### config.mk
export PLATFORM = sky130hd
export DESIGN_NAME = itmr_cfg_regs_flat
export DESIGN_NICKNAME = d
export VERILOG_FILES = /design/src/hw/rtl/itmr_pkg.sv /design/src/hw/rtl/itmr_if.sv /design/src/hw/rtl/itmr_cfg_regs.sv /design/src/flat_wrapper.sv
export SDC_FILE = /design/constraint.sdc
export NUM_CORES = 1
export LEC_CHECK = 0
export ABC_AREA = 1
export BUFFER_PORTS_ARGS = -buffer_cell sky130_fd_sc_hd__buf_2
export CORE_MARGIN = 2
export CORE_UTILIZATION = 50
export CTS_CLUSTER_DIAMETER = 40
export DETAILED_ROUTE_END_ITERATION = 10
export GPL_ROUTABILITY_DRIVEN = 0
export PLACE_DENSITY = 0.81
export SLEW_MARGIN = 5
export SYNTH_ARGS = -nofsm -noshare
export SYNTH_HDL_FRONTEND = slang
export SYNTH_SLANG_ARGS = --single-unit
### constraint.sdc
create_clock -name clk -period 1.3 [get_ports clk]
set_clock_uncertainty 0.2 [all_clocks]
set_input_delay 0.065 -clock clk [delete_from_list [all_inputs] [get_ports clk]]
set_output_delay 0.065 -clock clk [all_outputs]
set_load 0.02 [all_outputs]
### src/hw/rtl/itmr_pkg.sv
// Shared types, constants and register codes for the image threshold/mirror/turn unit.
// No dependencies; every other file of the block but itmr_ram imports this package.
`default_nettype none

package itmr_pkg;

    // Frame geometry limits and pixel width
    localparam int MAX_COLS    = 64;
    localparam int MAX_ROWS    = 64;
    localparam int PIXEL_BITS  = 8;
    localparam int STORE_DEPTH = MAX_COLS * MAX_ROWS;

    localparam int COL_W  = (MAX_COLS > 1) ? $clog2(MAX_COLS) : 1;
    localparam int ROW_W  = (MAX_ROWS > 1) ? $clog2(MAX_ROWS) : 1;
    localparam int ADDR_W = (STORE_DEPTH > 1) ? $clog2(STORE_DEPTH) : 1;
    localparam int CNT_W  = $clog2(STORE_DEPTH + 1);

    // Register field widths
    localparam int DIM_W     = 7;
    localparam int CFG_IDX_W = 3;
    localparam int CFG_DAT_W = 8;

    // Reset values of the registers
    localparam logic [DIM_W-1:0]      COLS_RESET  = DIM_W'(64);
    localparam logic [DIM_W-1:0]      ROWS_RESET  = DIM_W'(64);
    localparam logic [PIXEL_BITS-1:0] LEVEL_RESET = PIXEL_BITS'(100);

    typedef enum logic [CFG_IDX_W-1:0] {
        REG_FRAME_COLS    = 3'd0,
        REG_FRAME_ROWS    = 3'd1,
        REG_CUT_LEVEL     = 3'd2,
        REG_CUT_ENABLE    = 3'd3,
        REG_MIRROR_ENABLE = 3'd4,
        REG_TURN_ENABLE   = 3'd5
    } cfg_idx_t;

    typedef enum logic {
        OP_LOAD = 1'b0,
        OP_READ = 1'b1
    } op_t;

    // Settings as the datapath sees them, geometry already clamped to 1..MAX
    typedef struct packed {
        logic [DIM_W-1:0]      cols;
        logic [DIM_W-1:0]      rows;
        logic [PIXEL_BITS-1:0] cut_level;
        logic                  cut_enable;
        logic                  mirror_enable;
        logic                  turn_enable;
    } geom_t;

    // Frame store access and position marks from the address generator
    typedef struct packed {
        logic                  wr_en;
        logic [ADDR_W-1:0]     wr_addr;
        logic [ADDR_W-1:0]     rd_addr;
        logic                  row_end;
        logic                  frame_end;
    } mem_ctl_t;

    function automatic logic [DIM_W-1:0] clamp_dim(input logic [DIM_W-1:0] v,
                                                   input logic [DIM_W-1:0] maxv);
        logic [DIM_W-1:0] r;
        if (v == '0)
            r = DIM_W'(1);
        else if (v > maxv)
            r = maxv;
        else
            r = v;
        return r;
    endfunction

endpackage

`default_nettype wire

### src/hw/rtl/itmr_if.sv
// Handshake channel interfaces: input beats, result beats and register writes.
// Depends on itmr_pkg for payload widths.
`default_nettype none


interface itmr_cfg_if;
    import itmr_pkg::*;
    logic                 valid;
    logic                 ready;
    logic [CFG_IDX_W-1:0] index;
    logic [CFG_DAT_W-1:0] data;
    modport source (output valid, output index, output data, input ready);
    modport sink   (input valid, input index, input data, output ready);
endinterface

`default_nettype wire

### src/hw/rtl/itmr_cfg_regs.sv
// Register file for geometry, threshold and transform enables.
// Depends on itmr_pkg and the itmr_cfg_if channel.
`default_nettype none

module itmr_cfg_regs (
    input  logic            clk,
    input  logic            rst_n,
    itmr_cfg_if.sink        cfg_ch,
    output itmr_pkg::geom_t geom
);
    import itmr_pkg::*;

    logic [DIM_W-1:0]      cols_reg;
    logic [DIM_W-1:0]      rows_reg;
    logic [PIXEL_BITS-1:0] level_reg;
    logic                  cut_en_reg;
    logic                  mirror_reg;
    logic                  turn_reg;

    assign cfg_ch.ready = 1'b1;

    always_ff @(posedge clk or negedge rst_n)
    begin
        if (!rst_n)
        begin
            cols_reg   <= COLS_RESET;
            rows_reg   <= ROWS_RESET;
            level_reg  <= LEVEL_RESET;
            cut_en_reg <= 1'b1;
            mirror_reg <= 1'b0;
            turn_reg   <= 1'b0;
        end
        else if (cfg_ch.valid)
        begin
            case (cfg_idx_t'(cfg_ch.index))
                REG_FRAME_COLS:    cols_reg   <= cfg_ch.data[DIM_W-1:0];
                REG_FRAME_ROWS:    rows_reg   <= cfg_ch.data[DIM_W-1:0];
                REG_CUT_LEVEL:     level_reg  <= cfg_ch.data[PIXEL_BITS-1:0];
                REG_CUT_ENABLE:    cut_en_reg <= cfg_ch.data[0];
                REG_MIRROR_ENABLE: mirror_reg <= cfg_ch.data[0];
                REG_TURN_ENABLE:   turn_reg   <= cfg_ch.data[0];
                default:           ; // drop writes beyond the list
            endcase
        end
    end

    always_comb
    begin
        geom.cols          = clamp_dim(cols_reg, DIM_W'(MAX_COLS));
        geom.rows          = clamp_dim(rows_reg, DIM_W'(MAX_ROWS));
        geom.cut_level     = level_reg;
        geom.cut_enable    = cut_en_reg;
        geom.mirror_enable = mirror_reg;
        geom.turn_enable   = turn_reg;
    end

endmodule

`default_nettype wire

### src/flat_wrapper.sv
// flat-port wrapper written by rule: the top's interface ports become plain ports
module itmr_cfg_regs_flat import itmr_pkg::*;
  (clk, rst_n, geom, cfg_ch_valid, cfg_ch_index, cfg_ch_data, cfg_ch_ready);
  itmr_cfg_if cfg_ch_i ();
  input  logic clk;
  input  logic rst_n;
  output itmr_pkg::geom_t geom;
  input wire logic [$bits(cfg_ch_i.valid)-1:0] cfg_ch_valid;
  input wire logic [$bits(cfg_ch_i.index)-1:0] cfg_ch_index;
  input wire logic [$bits(cfg_ch_i.data)-1:0] cfg_ch_data;
  output wire logic [$bits(cfg_ch_i.ready)-1:0] cfg_ch_ready;
  assign cfg_ch_i.valid = cfg_ch_valid;
  assign cfg_ch_i.index = cfg_ch_index;
  assign cfg_ch_i.data = cfg_ch_data;
  assign cfg_ch_ready = cfg_ch_i.ready;
  itmr_cfg_regs u_core (.clk(clk), .rst_n(rst_n), .cfg_ch(cfg_ch_i), .geom(geom));
endmodule
# After elaboration in Yosys (flattened, before gate mapping)
# Cells that the tools add are included.
[word_totals]
regBits = 25
wordCells = 26
out_inout_bits = 26
[op_classes]
n_reduce_logical = 9
n_mux = 4
n_eq_ne = 5
magnitude_cmp = 2
[op_table]
columns = ["cell", "n"]
rows = [
  ["two-way mux 7 bit", 4],
  ["> comparator 7 bit (second input constant)", 2],
  ["logical NOT 7 bit", 2],
  ["AND reduction 2 bit", 6],
  ["equality test 3 x 2 -> 1 bit (second input constant)", 2],
  ["equality test 3 bit (second input constant)", 2],
  ["equality test 3 x 1 -> 1 bit (second input constant)", 1],
  ["logical NOT 3 bit", 1],
]

# Depth between registers and ports, before layout
[logic_depth]
ltp_word = 3
mapped_depth = 6
ltp_nobuf = 5

# Worst setup path after synthesis
# Ideal clock, no wire load.
[synth_timing]
path_kind = "register -> output"
from = "register u_core.cols_reg[6]"
to = "output port geom[22] (netlist bit)"
path_buffers = 1
path_stages_with_launch = 4
t_arrival_ns = 0.995
setup_slack_ns = 0.040
required_time_ns = 1.035
cell_sequence = "dfstp_2 > clkbuf_1 > nand2_1 > and2_1"
[synth_lines]
columns = ["item", "line", "text"]
rows = [
  ["from (decl)", "itmr_cfg_regs.sv:13", "logic [DIM_W-1:0] cols_reg;"],
  ["from (signal assigned)", "itmr_cfg_regs.sv:36", "REG_FRAME_COLS: cols_reg <= cfg_ch.data[DIM_W-1:0];"],
  ["to (decl)", "flat_wrapper.sv:7", "output itmr_pkg::geom_t geom;"],
]

==> impl_metrics.json <==
{
  "leakagePower_nw": 0.9680,
  "htreeDepth": 1,
  "final_cell_mix": "nand2_1, o21ai_2, buf_2",
  "synth_simple_gate_area_share": 0.2183,
  "crit_path_max_incr_delay_ns": 0.42,
  "setup.worst_path.start": "u_core.rows_reg[0]$_DFFE_PN0P_",
  "finalSetupViolCount": 33,
  "largest_reg_flops": 8,
  "portBuffers": 38,
  "p_comb_frac": 0.458,
  "synth.yosys.seq_area_share": 0.4975,
  "fin_ws_ns": -0.3932,
  "final_antenna_net_count": 0,
  "area_growth_syn_to_layout_pct": 51.23,
  "placed_cells": 202,
  "max_slew_margin": 0.6476,
  "p_per_area_nw_per_um2": 1391,
  "clkPwrFrac": 0.135,
  "synthCells": 143,
  "initial_core_util": 0.5183,
  "crit_type": "flop to primary output",
  "coreArea_um2": 2455,
  "maxCapViolCount": 0,
  "cpLargestDelayFamily": "simple AND/OR/NAND/NOR gates",
  "min_from": "cfg_ch_valid",
  "final-hold-violation-count": 0,
  "worstMarginPinSlew_ns": 0.5286,
  "synthMuxAreaShare": 0,
  "synth_area_um2": 1272,
  "wire_per_inst_um": 15.51,
  "rsz0062_at_grt": "yes",
  "grt_start_max_net_pins": 26,
  "startpoint_type": "flop",
  "total_power_mw": 2.676,
  "irDropWorstVdd_v": 0.001247,
  "p_seq_frac": 0.406,
  "place_area_um2": 1433,
  "die_w_um": 54.45,
  "synthAdderAreaFrac": 0,
  "crit_path_top_delay_cell": "dfrtp_1",
  "die_y_um": 54.45,
  "yosys.cell_types.count": 18,
  "violations": "setup timing",
  "synth_top_family_by_area": "simple AND/OR/NAND/NOR gates",
  "status": "complete, but fails checks",
  "p_sw_frac": 0.3863,
  "synth_warnings": 0,
  "finalCriticalPeriod_ns": 1.693,
  "antenna_found_initial": 0,
  "layoutNonFillerInstCount": 236,
  "diodes": 0,
  "synth_xor_area_frac": 0,
  "wl_mm": 3.661,
  "final_area_um2": 1924,
  "p_sw_mw": 1.034,
  "drt-initial-drc-count": 38,
  "clk_pin_slew_ns": 0.14,
  "r2r_start": "u_core.cols_reg[6]$_DFFE_PN1P_",
  "die_area_um2": 2964,
  "cts_buffers": 3,
  "internal_power_mw": 1.643,
  "dr.pass1.iters": 4,
  "layout-drive-gt1-share": 0.5583,
  "crit_chain": "nor2_2, nand3_1, nand2_2, inv_2, nor2_1, buf_4",
  "vias_per_cell": 5.127,
  "grt_pass1_wl_mm": 5.064,
  "syn-num-nets": 157,
  "drc": 0,
  "std_cell_rows": 18,
  "slew_viol_final": 0,
  "nets": 221,
  "ys_ff_latch": 25,
  "final_common_cell": "nand2_1",
  "post-route-period-util": 1.302,
  "cts_root_buf": "clkbuf_4",
  "syn_area_per_cell_um2": 8.898,
  "crit_buf_inv": 2,
  "io_pins": 40,
  "synth_compound_area_frac": 0.1632,
  "path_max_fanout": 4,
  "endpoint_kind": "primary output",
  "dp_hpwl_mm": 1.903,
  "clk_path_buf_depth": 2,
  "num_vias": 1210,
  "track_usage": 0.2491,
  "cts.sinks": 25,
  "hold_class": "primary input to flop",
  "grt_pass1_vias": 1179,
  "fmax_mhz": 590.6,
  "cp_data_arrival_time_ns": 1.43,
  "gr-total-overflow": 0,
  "clkLatencyLatePin_ns": 0.33,
  "critPathRequiredTime_ns": 1.03,
  "cts_tree": "yes"
}
[final cells by class]
cell class	count	area [um^2]
clock buffer	4	26.28
sequential	25	635.6
inverter	20	75.07
multi-input combinational	88	581.8
timing repair buffer	69	568.0
fill	161	530.5
tap	30	37.54
[cells in the mapped netlist]
cell type | instances | share of area
buf_6 | 3 | 0.027
nand3_4 | 1 | 0.014
conb_1 | 1 | 0.0029
o21ai_0 | 3 | 0.012
inv_1 | 18 | 0.053
clkbuf_1 | 3 | 0.0088
buf_4 | 4 | 0.024
nand2_2 | 4 | 0.020
dfrtp_1 | 19 | 0.37
inv_2 | 2 | 0.0059
and2_1 | 1 | 0.0049
nor2_4 | 1 | 0.0088
dfstp_2 | 6 | 0.12
o21ai_2 | 22 | 0.15
nor2_1 | 17 | 0.050
nand2_1 | 29 | 0.086
nand3_1 | 7 | 0.028
nor3_1 | 2 | 0.0079
[cell families after synthesis]
logic type | after synthesis
buffers and inverters | 30
AO/OA/AOI/OAI | 25
flip-flops | 25
other | 1
AND/OR/NAND/NOR | 62
[through the flow]
step                utilization  hold slack (ns)  setup slack [ns]  setup TNS, ns
floorplan                     -          -0.4306           0.03953              0
finish                   0.7839         0.004739           -0.3932         -5.188
global placement         0.5836          -0.1257           0.07316              0
global route             0.7839          0.01234           -0.4061         -6.920
detailed placement       0.5836          -0.1241         -0.007061       -0.01823
CTS                      0.7166          0.03781           -0.3146         -4.132
[power groups by stage]
stage | combinational [mW] | clock (mW) | sequential [mW]
3_3_place_gp | 0.761 | 0 | 1.06
3_5_place_dp | 0.784 | 0 | 1.07
2_1_floorplan | 0.523 | 0 | 1.11
4_1_cts | 1.04 | 0.363 | 1.06
5_1_grt | 1.31 | 0.392 | 1.10
6_report | 1.23 | 0.363 | 1.09
[metal layers]
metal / global-route usage / part of all wire / up-vias / wire (um)
met4: 0.1250 / 0.036 / 0 / 133
met1: 0.2670 / 0.38 / 578 / 1373
li1: - / - / 567 / -
met5: 0 / 0 / - / 0
met2: 0.4659 / 0.54 / 54 / 1967
met3: 0.04098 / 0.051 / 11 / 187
[repair_timing]
action,in CTS,in global routing
endpoints found under the hold margin,50,9
setup buffers,9,6
setup endpoints to repair,18,42
pin swaps,8,11
gates resized for setup,36,29
hold buffers,13,7
[worst min-delay path, stage by stage]
cell and delay, ns:
buf_2 0.11, inv_2 0.06, nor2_4 0.06, nand2_4 0.17, o21ai_2 0.07
[worst paths after layout]
check	to	slack [ns]	depth (start not counted)
worst max-delay path	geom[12]	-0.39	6
worst min-delay path	u_core.rows_reg[6]$_DFFE_PN1P_	0.005	5
worst max register to register	u_core.cols_reg[6]$_DFFE_PN1P_	0.13	3
worst min register to register	u_core.level_reg[5]$_DFFE_PN1P_	0.29	2
max in group asynchronous	u_core.cols_reg[4]$_DFFE_PN0P_	0.50	2
min in group asynchronous	u_core.level_reg[1]$_DFFE_PN0P_	0.02	2
(Power assumes the default switching activity.)
