--- src/hw/rtl/itmr_pkg.sv ---
// Shared types, constants and register codes for the image threshold/mirror/turn unit.
// No dependencies; every other file of the block but itmr_ram imports this package.
`default_nettype none

package itmr_pkg;

    // Frame geometry limits and pixel width
    localparam int MAX_COLS    = 64;
    localparam int MAX_ROWS    = 64;
    localparam int PIXEL_BITS  = 8;
    localparam int STORE_DEPTH = MAX_COLS * MAX_ROWS;

    localparam int COL_W  = (MAX_COLS > 1) ? $clog2(MAX_COLS) : 1;
    localparam int ROW_W  = (MAX_ROWS > 1) ? $clog2(MAX_ROWS) : 1;
    localparam int ADDR_W = (STORE_DEPTH > 1) ? $clog2(STORE_DEPTH) : 1;
    localparam int CNT_W  = $clog2(STORE_DEPTH + 1);

    // Register field widths
    localparam int DIM_W     = 7;
    localparam int CFG_IDX_W = 3;
    localparam int CFG_DAT_W = 8;

    // Reset values of the registers
    localparam logic [DIM_W-1:0]      COLS_RESET  = DIM_W'(64);
    localparam logic [DIM_W-1:0]      ROWS_RESET  = DIM_W'(64);
    localparam logic [PIXEL_BITS-1:0] LEVEL_RESET = PIXEL_BITS'(100);

    typedef enum logic [CFG_IDX_W-1:0] {
        REG_FRAME_COLS    = 3'd0,
        REG_FRAME_ROWS    = 3'd1,
        REG_CUT_LEVEL     = 3'd2,
        REG_CUT_ENABLE    = 3'd3,
        REG_MIRROR_ENABLE = 3'd4,
        REG_TURN_ENABLE   = 3'd5
    } cfg_idx_t;

    typedef enum logic {
        OP_LOAD = 1'b0,
        OP_READ = 1'b1
    } op_t;

    // Settings as the datapath sees them, geometry already clamped to 1..MAX
    typedef struct packed {
        logic [DIM_W-1:0]      cols;
        logic [DIM_W-1:0]      rows;
        logic [PIXEL_BITS-1:0] cut_level;
        logic                  cut_enable;
        logic                  mirror_enable;
        logic                  turn_enable;
    } geom_t;

    // Frame store access and position marks from the address generator
    typedef struct packed {
        logic                  wr_en;
        logic [ADDR_W-1:0]     wr_addr;
        logic [ADDR_W-1:0]     rd_addr;
        logic                  row_end;
        logic                  frame_end;
    } mem_ctl_t;

    function automatic logic [DIM_W-1:0] clamp_dim(input logic [DIM_W-1:0] v,
                                                   input logic [DIM_W-1:0] maxv);
        logic [DIM_W-1:0] r;
        if (v == '0)
            r = DIM_W'(1);
        else if (v > maxv)
            r = maxv;
        else
            r = v;
        return r;
    endfunction

endpackage

`default_nettype wire

--- src/hw/rtl/itmr_addr_gen.sv ---
// Load counter, output raster position and frame store address generation.
// Depends on itmr_pkg.
`default_nettype none

module itmr_addr_gen (
    input  logic               clk,
    input  logic               rst_n,
    input  itmr_pkg::geom_t    geom,
    input  logic               ld_go,
    input  logic               rd_go,
    output itmr_pkg::mem_ctl_t ctl
);
    import itmr_pkg::*;

    logic [CNT_W-1:0]   load_cnt_reg;
    logic [CNT_W-1:0]   load_cnt_next;
    logic [ROW_W-1:0]   out_row_reg;
    logic [ROW_W-1:0]   out_row_next;
    logic [COL_W-1:0]   out_col_reg;
    logic [COL_W-1:0]   out_col_next;

    logic [2*DIM_W-1:0] total;
    logic               room;
    logic [DIM_W-1:0]   o_rows;
    logic [DIM_W-1:0]   o_cols;
    logic               outside;
    logic [DIM_W-1:0]   row_eff;
    logic [DIM_W-1:0]   col_eff;
    logic [DIM_W-1:0]   src_r;
    logic [DIM_W-1:0]   src_c;
    logic [2*DIM_W-1:0] addr_full;
    logic               last_col;
    logic               last_row;

    always_comb
    begin
        total = geom.cols * geom.rows;
        room  = ({1'b0, load_cnt_reg} < total);

        o_rows  = geom.turn_enable ? geom.cols : geom.rows;
        o_cols  = geom.turn_enable ? geom.rows : geom.cols;
        outside = (DIM_W'(out_row_reg) >= o_rows) || (DIM_W'(out_col_reg) >= o_cols);
        row_eff = outside ? '0 : DIM_W'(out_row_reg);
        col_eff = outside ? '0 : DIM_W'(out_col_reg);

        // Turn clockwise: output column walks the input rows from the bottom
        if (geom.turn_enable)
        begin
            src_r = geom.rows - DIM_W'(1) - col_eff;
            src_c = row_eff;
        end
        else
        begin
            src_r = row_eff;
            src_c = col_eff;
        end
        if (geom.mirror_enable)
        begin
            src_c = geom.cols - DIM_W'(1) - src_c;
        end
        addr_full = src_r * geom.cols + (2*DIM_W)'(src_c);

        last_col = (col_eff == o_cols - DIM_W'(1));
        last_row = (row_eff == o_rows - DIM_W'(1));

        ctl.wr_en     = ld_go && room;
        ctl.wr_addr   = load_cnt_reg[ADDR_W-1:0];
        ctl.rd_addr   = addr_full[ADDR_W-1:0];
        ctl.row_end   = last_col;
        ctl.frame_end = last_col && last_row;

        load_cnt_next = ctl.wr_en ? load_cnt_reg + CNT_W'(1) : load_cnt_reg;

        out_row_next = out_row_reg;
        out_col_next = out_col_reg;
        if (rd_go)
        begin
            if (!last_col)
            begin
                out_row_next = row_eff[ROW_W-1:0];
                out_col_next = col_eff[COL_W-1:0] + COL_W'(1);
            end
            else
            begin
                out_col_next = '0;
                out_row_next = last_row ? '0 : row_eff[ROW_W-1:0] + ROW_W'(1);
            end
        end
    end

    always_ff @(posedge clk or negedge rst_n)
    begin
        if (!rst_n)
        begin
            load_cnt_reg <= '0;
            out_row_reg  <= '0;
            out_col_reg  <= '0;
        end
        else
        begin
            load_cnt_reg <= load_cnt_next;
            out_row_reg  <= out_row_next;
            out_col_reg  <= out_col_next;
        end
    end

endmodule

`default_nettype wire
--- config.mk ---
export PLATFORM = sky130hd
export DESIGN_NAME = itmr_addr_gen
export DESIGN_NICKNAME = d
export VERILOG_FILES = /design/src/hw/rtl/itmr_pkg.sv /design/src/hw/rtl/itmr_addr_gen.sv
export SDC_FILE = /design/constraint.sdc
export NUM_CORES = 1
export LEC_CHECK = 0
export BUFFER_PORTS_ARGS = -buffer_cell sky130_fd_sc_hd__buf_2
export CORE_ASPECT_RATIO = 2
export CORE_MARGIN = 1
export CORE_UTILIZATION = 55
export DETAILED_ROUTE_END_ITERATION = 7
export HOLD_SLACK_MARGIN = 0.02
export PLACE_DENSITY = 0.8
export SLEW_MARGIN = 25
export SYNTH_ARGS = -nofsm -noshare
export SYNTH_HDL_FRONTEND = slang
export SYNTH_SLANG_ARGS = --single-unit
--- constraint.sdc ---
create_clock -name clk -period 10.4 [get_ports clk]
set_clock_uncertainty 0.15 [all_clocks]
set_input_delay 1.04 -clock clk [delete_from_list [all_inputs] [get_ports clk]]
set_output_delay 1.04 -clock clk [all_outputs]
set_load 0.005 [all_outputs]
## Yosys cells after proc, flatten, opt, wreduce, memory -nomap -nowiden

Cells that the tools add are included.

- Magnitude comparators: 3
- $mul: 2
- Reductions and logical operators: 3
- Div/mod/pow operators: 0
- Add/subtract/negate cells: 10
- Shifts and indexed selects: 0
- Equality and inequality tests: 2
- Bitwise logic cells: 0
- Mux-type cells: 10

Operators with widths:

| cell | number |
|---|---|
| two-way mux 6 bit | 6 |
| two-way mux 7 bit | 4 |
| subtractor 7 x 1 -> 7 bit (second input constant) | 4 |
| equality test 6 x 7 -> 1 bit | 2 |
| greater-or-equal comparator 6 x 7 -> 1 bit | 2 |
| less-than comparator 13 x 14 -> 1 bit | 1 |
| multiplier 7 x 7 -> 14 bit | 1 |
| adder 13 x 1 -> 13 bit (second input constant) | 1 |
| adder 12 x 7 -> 12 bit | 1 |
| adder 6 x 1 -> 6 bit (second input constant) | 2 |
| multiplier 7 x 7 -> 12 bit | 1 |
| subtractor 7 x 6 -> 7 bit | 1 |
| subtractor 7 bit | 1 |
| logical AND 1 bit | 2 |
| logical OR 1 bit | 1 |

- Bits in latches: 0
- Bits in read-only memories: 0
- Word-level logic and storage cells: 33
- Flip-flop bits (word level): 25
- RAM bits: 0
- Memories kept: 0
- Output and inout bits: 27

## Longest topological paths before layout

Gate-level depths: netlist of the first run.

- Depth in word-level cells: 8
- Mapped depth: 38

## Worst setup path after synthesis of the first run

No wires, ideal clock.

- Path kind: input -> output
- Start: input geom[0] in the netlist's numbering
- End: output ctl[13] in the netlist's numbering
- Arrival: 8.543 ns
- Data required time: 9.210 ns
- Cell stages on the path: 34
- Path slack: 0.667 ns
- Cells stage by stage: buf_6 -> buf_2 -> clkbuf_1 -> buf_1 -> mux2i_1 -> ha_1 -> o21ai_0 -> o21ai_0 -> o211ai_1 -> o2111a_1 -> clkbuf_1 -> clkbuf_1 -> clkbuf_1 -> nand2_1 -> ha_1 -> a21oi_1 -> o21bai_1 -> a21oi_1 -> xnor2_1 -> a21boi_0 -> nor2_1 -> fa_1 -> fa_1 -> inv_1 -> fa_1 -> fa_1 -> inv_1 -> ha_1 -> o21a_1 -> o21ai_0 -> nand2b_1 -> a21oi_1 -> o21ai_0 -> xnor2_1

RTL lines:

| item | line | RTL |
|---|---|---|
| start: declaration | itmr_addr_gen.sv:8 | `input itmr_pkg::geom_t geom,` |
| end: declaration | itmr_addr_gen.sv:11 | `output itmr_pkg::mem_ctl_t ctl` |

==> PnR_summary.wiki, run 1 <==
{| class="wikitable"
! Metric !! Value
|-
| Final net count || a little under 1000
|-
| GRT Util Overall || between 20 and 30%
|-
| Cell with the most instances on the worst path || fa_1
|-
| Time the final worst path needs with I/O delays and setup || 9.62 ns
|-
| CTS Root Buffer Type || clkbuf_16
|-
| Worst Hold Class || flop to flop
|-
| Total power after layout || ~1500 uW
|-
| Number of standard-cell rows in the floorplan || between 50 and 60
|-
| Global-route wire length before repair || roughly 25 mm
|-
| Summed negative setup slack over all endpoints || 0 ns
|-
| Final setup violating endpoints || 0
|-
| Filler Cell Count || between 1000 and 1500
|-
| Number of hold-repair buffers added at the cts stage || 0
|-
| Area Growth Syn to Fin || 4.69%
|-
| Synthesized instance count || about 800
|-
| Overflow after GRT || 0
|-
| Via count of the first global-routing pass || 5769
|-
| CP startpoint kind || input pin
|-
| Estimated wirelength of the detail-placed design || 11.8 mm
|-
| Status || finished clean
|-
| Initial cell density of the core || 56.7%
|-
| Seq. cell area || around 630 um^2
|-
| Number of buffers added by the clock tree synthesis step || 3
|-
| Number of flip-flops under the largest register name || 13
|-
| Overall die area || approximately 0.012 mm^2
|-
| Critical path arrival || ~8.4 ns
|-
| Achievable Freq || 0.104 GHz
|-
| Routed wire length || roughly 14 mm
|-
| Post-synthesis net count || approximately 970
|-
| Number of port buffers || 46
|-
| Critical Path Fanout Max || 28
|-
| Critical path destination || ctl[13]
|-
| Slew Limit Headroom || 42.9%
|-
| Startpoint of the most critical register-to-register path || out_col_reg[2]$_DFFE_PN0P_
|-
| Number of cells traversed by the worst register-to-register path || 11
|-
| Dominant synthesized flop cell || dfrtp_1
|-
| Worst ir drop on vdd || roughly 0.00024 V
|-
| Final cycle utilization of the critical path || slightly above 90%
|-
| Kind of critical path || input pin to primary output
|-
| Number of antenna violations at the first check in global routing || 1
|-
| Die extent in y || about 160 um
|-
| 1st-pass router iterations || 5
|-
| # DRC || 0
|-
| Fraction of final layout cells with drive strength greater than 1 || around 8.6%
|-
| Hold Vio Cnt, Final || 0
|-
| Antenna Nets Post-Route || 0
|-
| R2R Setup Slk || between 6 and 7 ns
|-
| Clock tree from TritonCTS || yes
|-
| CP max stage cell || fa_1
|-
| Non-filler instance count after layout || ~930
|-
| Most common cell after layout, fill and taps aside || inv_1
|-
| Die X || ~79 um
|-
| Core Region || ~0.011 mm^2
|-
| Post-synthesis cell type count || 60
|-
| CTS sink count || 25
|-
| Buffer count from post-CTS setup fixing || 0
|-
| Leakage power summed over all cells || 0.00351 uW
|-
| Kind of end point of the critical path || primary output
|-
| RSZ-0062 raised after global routing || false
|-
| Number of flops mapped to enable cells by yosys || 0
|-
| Largest net degree at the start of global routing || 29
|-
| Portion of the post-synthesis area used by sequential elements || under 10%
|-
| Number of instances resized during post-cts repair || 0
|-
| Multi-input logic area || roughly 0.0052 mm^2
|-
| Via Count || around 5400
|-
| Endpoint of the worst-slack reg-to-reg timing path || out_row_reg[3]$_DFFE_PN0P_
|-
| FFs w/ async S/R, synth || 100%
|-
| Peak per-stage delay on the critical path || between 0.5 and 0.6 ns
|-
| Post-Route Hold Slack || between 0.3 and 0.4 ns
|-
| Routed length per placed instance || 15.2 um
|-
| Dpl cells || between 900 and 1000
|-
| Number of top-level design ports || 56
|-
| Clock Tree Buf Depth || 2
|-
| FF+latch count, synth || 25
|-
| Most frequent cells in the layout || 104 x inv_1, 101 x ha_1, 80 x nand2_1
|-
| YS warnings || 0
|-
| Final RePlAce weighted congestion || between 0.9 and 1
|-
| Per-cell via count in the routed design || approximately 5.8
|-
| Number of levels the H-tree was split into || 1
|-
| Least-Margin Pin Slew || 0.847 ns
|-
| Count of pins over their slew limit || 0
|-
| Post-Route Utilization || approximately three fifths
|-
| Max_cap viols || 0
|-
| Drt first-iter violations || roughly 220
|-
| Mean cell area of the mapped netlist || between 8 and 9 um^2
|-
| Skew-Pair Late Insertion Delay || between 0.2 and 0.3 ns
|-
| Clk slew on worst S/H paths || roughly 0.060 ns
|-
| Cell area after synthesis || between 0.006 and 0.007 mm^2
|-
| Origin of the worst setup path || geom[0]
|-
| Total power density per cell area || 225 mW/mm^2
|-
| Required arrival time at the worst endpoint || between 9 and 10 ns
|}
## synthesized netlist by cell type (3+ instances only)
cell type  number  area share, %
inv_1         104            6.0
ha_1          101             20
nand2_1        80            4.6
fa_1           56             17
and2_1         48            4.6
xnor2_1        38            5.1
o21ai_0        30            2.3
clkbuf_1       29            1.7
a21oi_1        26            2.0
dfrtp_1        25            9.7
nor2_1         24            1.4
mux2i_1        19            2.9
a21o_1         18            2.1
nor2b_1        18            1.7
xor2_1         17            2.3
nand3_1        15            1.2
buf_4          13            1.5
nand2b_1       11            1.1
nand4_1        10           0.97
a31oi_1         9           0.87
and3_1          9           0.87
mux2_2          6            1.0
nor3_1          5           0.39
o2bb2ai_1       5           0.68
buf_2           4           0.31
o22ai_1         4           0.39
a211oi_1        3           0.35
a21boi_0        3           0.35
and4_1          3           0.41
nor4_1          3           0.29
nor4b_1         3           0.41
o211ai_1        3           0.35
o21a_1          3           0.35
o21bai_1        3           0.35
or3_1           3           0.29
## critical path: cells and delay by family
family,cells,cell delay [ns]
AND/OR/NAND/NOR,5,0.80
buffers and inverters,7,1.18
adder cells (fa/ha/maj),7,2.97
AO/OA/AOI/OAI,10,1.95
multiplexers,1,0.31
XOR/XNOR,1,0.15
## layer usage
| metal | vias to the layer above | global-route usage [%] | share of wire, % |
|---|---|---|---|
| met4 | 0 | 13.5 | 4.4 |
| li1 | 2616 | - | - |
| met1 | 2657 | 24.0 | 36 |
| met2 | 115 | 50.4 | 56 |
| met5 | - | 0 | 0 |
| met3 | 48 | 2.05 | 2.7 |
## per-stage QoR
stage                     setup slack, ns  area [um^2]
final                               0.776         6780
after global routing                0.257         6780
after CTS                           0.793         6780
after detailed placement            0.813         6700
after global placement              0.913         6700
after floorplan                     0.667         6480
## worst min path at each step
stage                                      start                           end  slack, ns  cells past startpoint
global placement    load_cnt_reg[12]$_DFFE_PN0P_  load_cnt_reg[12]$_DFFE_PN0P_       0.32                      1
floorplan           load_cnt_reg[12]$_DFFE_PN0P_  load_cnt_reg[12]$_DFFE_PN0P_       0.30                      1
finish              load_cnt_reg[12]$_DFFE_PN0P_  load_cnt_reg[12]$_DFFE_PN0P_       0.35                      1
global route        load_cnt_reg[12]$_DFFE_PN0P_  load_cnt_reg[12]$_DFFE_PN0P_       0.38                      1
detailed placement  load_cnt_reg[12]$_DFFE_PN0P_  load_cnt_reg[12]$_DFFE_PN0P_       0.34                      1
CTS                 load_cnt_reg[12]$_DFFE_PN0P_  load_cnt_reg[12]$_DFFE_PN0P_       0.35                      1
## power breakdown
part	switching [uW]	internal [uW]	leakage [uW]
Clock	35.7	52.6	0.0000382
Combinational	669	601	0.00315
Sequential	45.7	121	0.000327
## cell type report
cell class | instances | share of cell area [%]
multi-input cells | 603 | 76.8
repair buffers | 55 | 4.39
flip-flops and latches | 25 | 9.22
clock buffers | 4 | 1.16
inverters | 104 | 5.76
diodes | 1 | 0.0369
well taps | 142 | 2.62
## kinds of logic (layout without fill, tap and decap cells)
family	Yosys count	in the layout	synth area share, %
AO/OA/AOI/OAI	126	126	12.7
XOR/XNOR	55	55	7.44
adder cells (fa/ha/maj)	157	157	36.8
buffers and inverters	153	163	9.93
flip-flops	25	25	9.66
multiplexers	25	25	3.98
other	0	1	0
AND/OR/NAND/NOR	240	240	19.5
(Power assumes the default switching activity.)
==> run 2, diff against run 1 <==
CORE_UTILIZATION = 50   (was 55)
CTS_BUF_LIST = sky130_fd_sc_hd__clkbuf_4 sky130_fd_sc_hd__clkbuf_8 sky130_fd_sc_hd__clkbuf_16   (was unset)
PLACE_DENSITY = 0.77   (was 0.8)
clock period = 7.8 ns   (was 10.4 ns; I/O delays follow)
==> run 2 against run 1 <==
Against the previous run:
- the flow now finishes with violations (negative setup slack)
- total power is 69% higher
- via count is 12% higher
- critical path depth is 1 higher
- utilization is 3.9 points higher
- count of clock-buffer cells in the layout stayed put
- worst setup slack worse by 0.97 ns
- sequential cell count stayed put
- sequential power is 25% higher
- final cell count is 11% higher
- first-iteration DRC count is 58% higher
- critical path type unchanged
- largest power group unchanged
- highest routed layer unchanged
==> PnR_summary.wiki, run 2 (synthesis results as in run 1) <==
{| class="wikitable"
! Metric !! Value
|-
| CTS sink count || 25
|-
| Overflow after GRT || 0
|-
| Via Count || 6062
|-
| Number of flip-flops under the largest register name || 13
|-
| Leakage power summed over all cells || about 0.0041 uW
|-
| Multi-input logic area || ~0.0055 mm^2
|-
| Routed wire length || about 17 mm
|-
| Final net count || roughly 1100
|-
| Drt first-iter violations || around 350
|-
| Area after DPL || ~0.0075 mm^2
|-
| Violated checks || negative setup slack
|-
| Skew-Pair Late Insertion Delay || 0.26 ns
|-
| Seq. cell area || about 630 um^2
|-
| Fraction of final layout cells with drive strength greater than 1 || between 20% and 30%
|-
| Required arrival time at the worst endpoint || just under 7 ns
|-
| M3 GR Usage || under 10%
|-
| # DRC || 0
|-
| Kind of end point of the critical path || primary output
|-
| Estimated wirelength of the detail-placed design || 13.7 mm
|-
| Count of pins over their slew limit || 0
|-
| Final RePlAce weighted congestion || 0.938
|-
| Peak per-stage delay on the critical path || 0.53 ns
|-
| Per-cell via count in the routed design || ~5.8
|-
| Final setup violating endpoints || 4
|-
| Cell with the most instances on the worst path || fa_1
|-
| Routed length per placed instance || 16.6 um
|-
| Number of buffers added by the clock tree synthesis step || 3
|-
| Number of port buffers || 46
|-
| Die X || 82.5 um
|-
| Number of antenna violations at the first check in global routing || 0
|-
| Total power after layout || 2570 uW
|-
| Slew Limit Headroom || approximately 56%
|-
| 1st-pass router iterations || 5
|-
| CP startpoint kind || input pin
|-
| Clock Tree Buf Depth || 2
|-
| Filler Cell Count || 1058
|-
| Status || complete, but fails checks
|-
| RSZ-0062 raised after global routing || true
|-
| Critical Path Fanout Max || 5
|-
| Number of standard-cell rows in the floorplan || just under 60
|-
| Clock tree from TritonCTS || yes
|-
| Clk slew on worst S/H paths || 0.06 ns
|-
| Area Growth Syn to Fin || 23.3%
|-
| Number of hold-repair buffers added at the cts stage || 0
|-
| Met2 Usage GRT || 49.7%
|-
| Final cycle utilization of the critical path || 103%
|-
| Met1 usage || 24.8%
|-
| Area of all placed cells without fillers || 0.00799 mm^2
|-
| Number of levels the H-tree was split into || 1
|-
| Total power density per cell area || between 300 and 400 mW/mm^2
|-
| GRT Util Overall || 26.2%
|-
| Core Region || 0.0126 mm^2
|-
| Global route hottest layer || met2
|-
| Initial cell density of the core || between 50% and 60%
|-
| Overall die area || approximately 0.013 mm^2
|-
| Max_cap viols || 0
|-
| Critical path arrival || roughly 7.1 ns
|-
| Kind of critical path || input pin to primary output
|-
| Global-route wire length before repair || around 27 mm
|-
| Achievable Freq || ~0.13 GHz
|-
| Time the final worst path needs with I/O delays and setup || approximately 8.0 ns
|-
| Number of top-level design ports || 56
|-
| Final critical-path setup slack || -0.195 ns
|-
| Worst ir drop on vdd || 0.000473 V
|-
| Largest net degree at the start of global routing || 26
|-
| Most frequent cells in the layout || 96 x inv_1, 96 x buf_4, 89 x ha_1
|-
| ANT cells || 0
|-
| Worst Hold Class || flop to flop
|-
| CTS Root Buffer Type || clkbuf_16
|-
| CP max stage cell || fa_1
|-
| Least-Margin Pin Slew || about 0.64 ns
|-
| Antenna Nets Post-Route || 0
|-
| Via count of the first global-routing pass || between 6000 and 7000
|-
| Hold Vio Cnt, Final || 0
|-
| Die extent in y || about 160 um
|}
-- run 2: cell count changes in the layout (fill, tap and decap cells not counted), moves of 8 or more --
| cell | before | now |
|---|---|---|
| buf_4 | 9 | 96 |
| a21oi_1 | 26 | 18 |
| mux2i_1 | 19 | 11 |
| inv_1 | 104 | 96 |
| a21oi_2 | 0 | 8 |
| inv_2 | 0 | 8 |
| ha_1 | 101 | 89 |
| o21ai_0 | 30 | 20 |
| ha_4 | 0 | 11 |
-- run 2: routing by layer --
layer / wire length, um / up-vias
met1: 5670 / 2913
met3: 776 / 98
met5: 0 / -
met4: 1340 / 0
li1: - / 2825
met2: 9460 / 226
-- run 2: path summary, 6_finish.rpt --
kind                                              start                            to  slack [ns]  cells past startpoint
max                                             geom[0]                       ctl[12]       -0.20                     32
min                        load_cnt_reg[12]$_DFFE_PN0P_  load_cnt_reg[12]$_DFFE_PN0P_        0.35                      1
max reg2reg                  out_col_reg[1]$_DFFE_PN0P_    out_row_reg[5]$_DFFE_PN0P_        4.37                     14
min reg2reg                load_cnt_reg[12]$_DFFE_PN0P_  load_cnt_reg[12]$_DFFE_PN0P_        0.35                      1
max in group asynchronous                         rst_n  load_cnt_reg[11]$_DFFE_PN0P_        6.74                      1
min in group asynchronous                         rst_n    out_col_reg[1]$_DFFE_PN0P_        0.36                      1
-- run 2: power by group --
part	switching [uW]	total (uW)	internal, uW
logic	1070	2250	1170
clock network	46.6	120	73.5
registers	47.4	209	162
total	1170	2570	1410
-- run 2: repair_timing --
item	4_1_cts	5_1_grt
setup buffers	7	3
resized for setup	35	30
pin swaps	17	31
setup endpoints to repair	6	6
cloned	0	2
-- run 2: stage by stage --
step	cells	hold WS [ns]	utilization (%)	setup TNS, ns	setup slack (ns)
3_5_place_dp	1023	0.344	59.2	-2.86	-0.674
4_1_cts	1034	0.357	61.3	-0.258	-0.0918
5_1_grt	1039	0.376	63.3	-1.41	-0.435
3_3_place_gp	1023	0.322	59.2	-2.37	-0.594
6_report	1039	0.349	63.3	-0.385	-0.195
2_1_floorplan	781	0.302	-	-0.280	-0.146
-- run 2: final cells by class --
class | instances | share of cell area (%)
sequential | 25 | 7.83
multi-input combinational | 603 | 69.4
clock buffer | 4 | 1.03
timing repair buffer | 153 | 14.5
tap | 150 | 2.35
inverter | 104 | 4.89
-- run 2: worst max-delay path, delay by kind of cell --
kind,cells,cell delay [ns]
adder cells (fa/ha/maj),7,2.71
AO/OA/AOI/OAI,12,2.09
buffers and inverters,8,0.88
multiplexers,1,0.22
AND/OR/NAND/NOR,2,0.16
XOR/XNOR,2,0.23
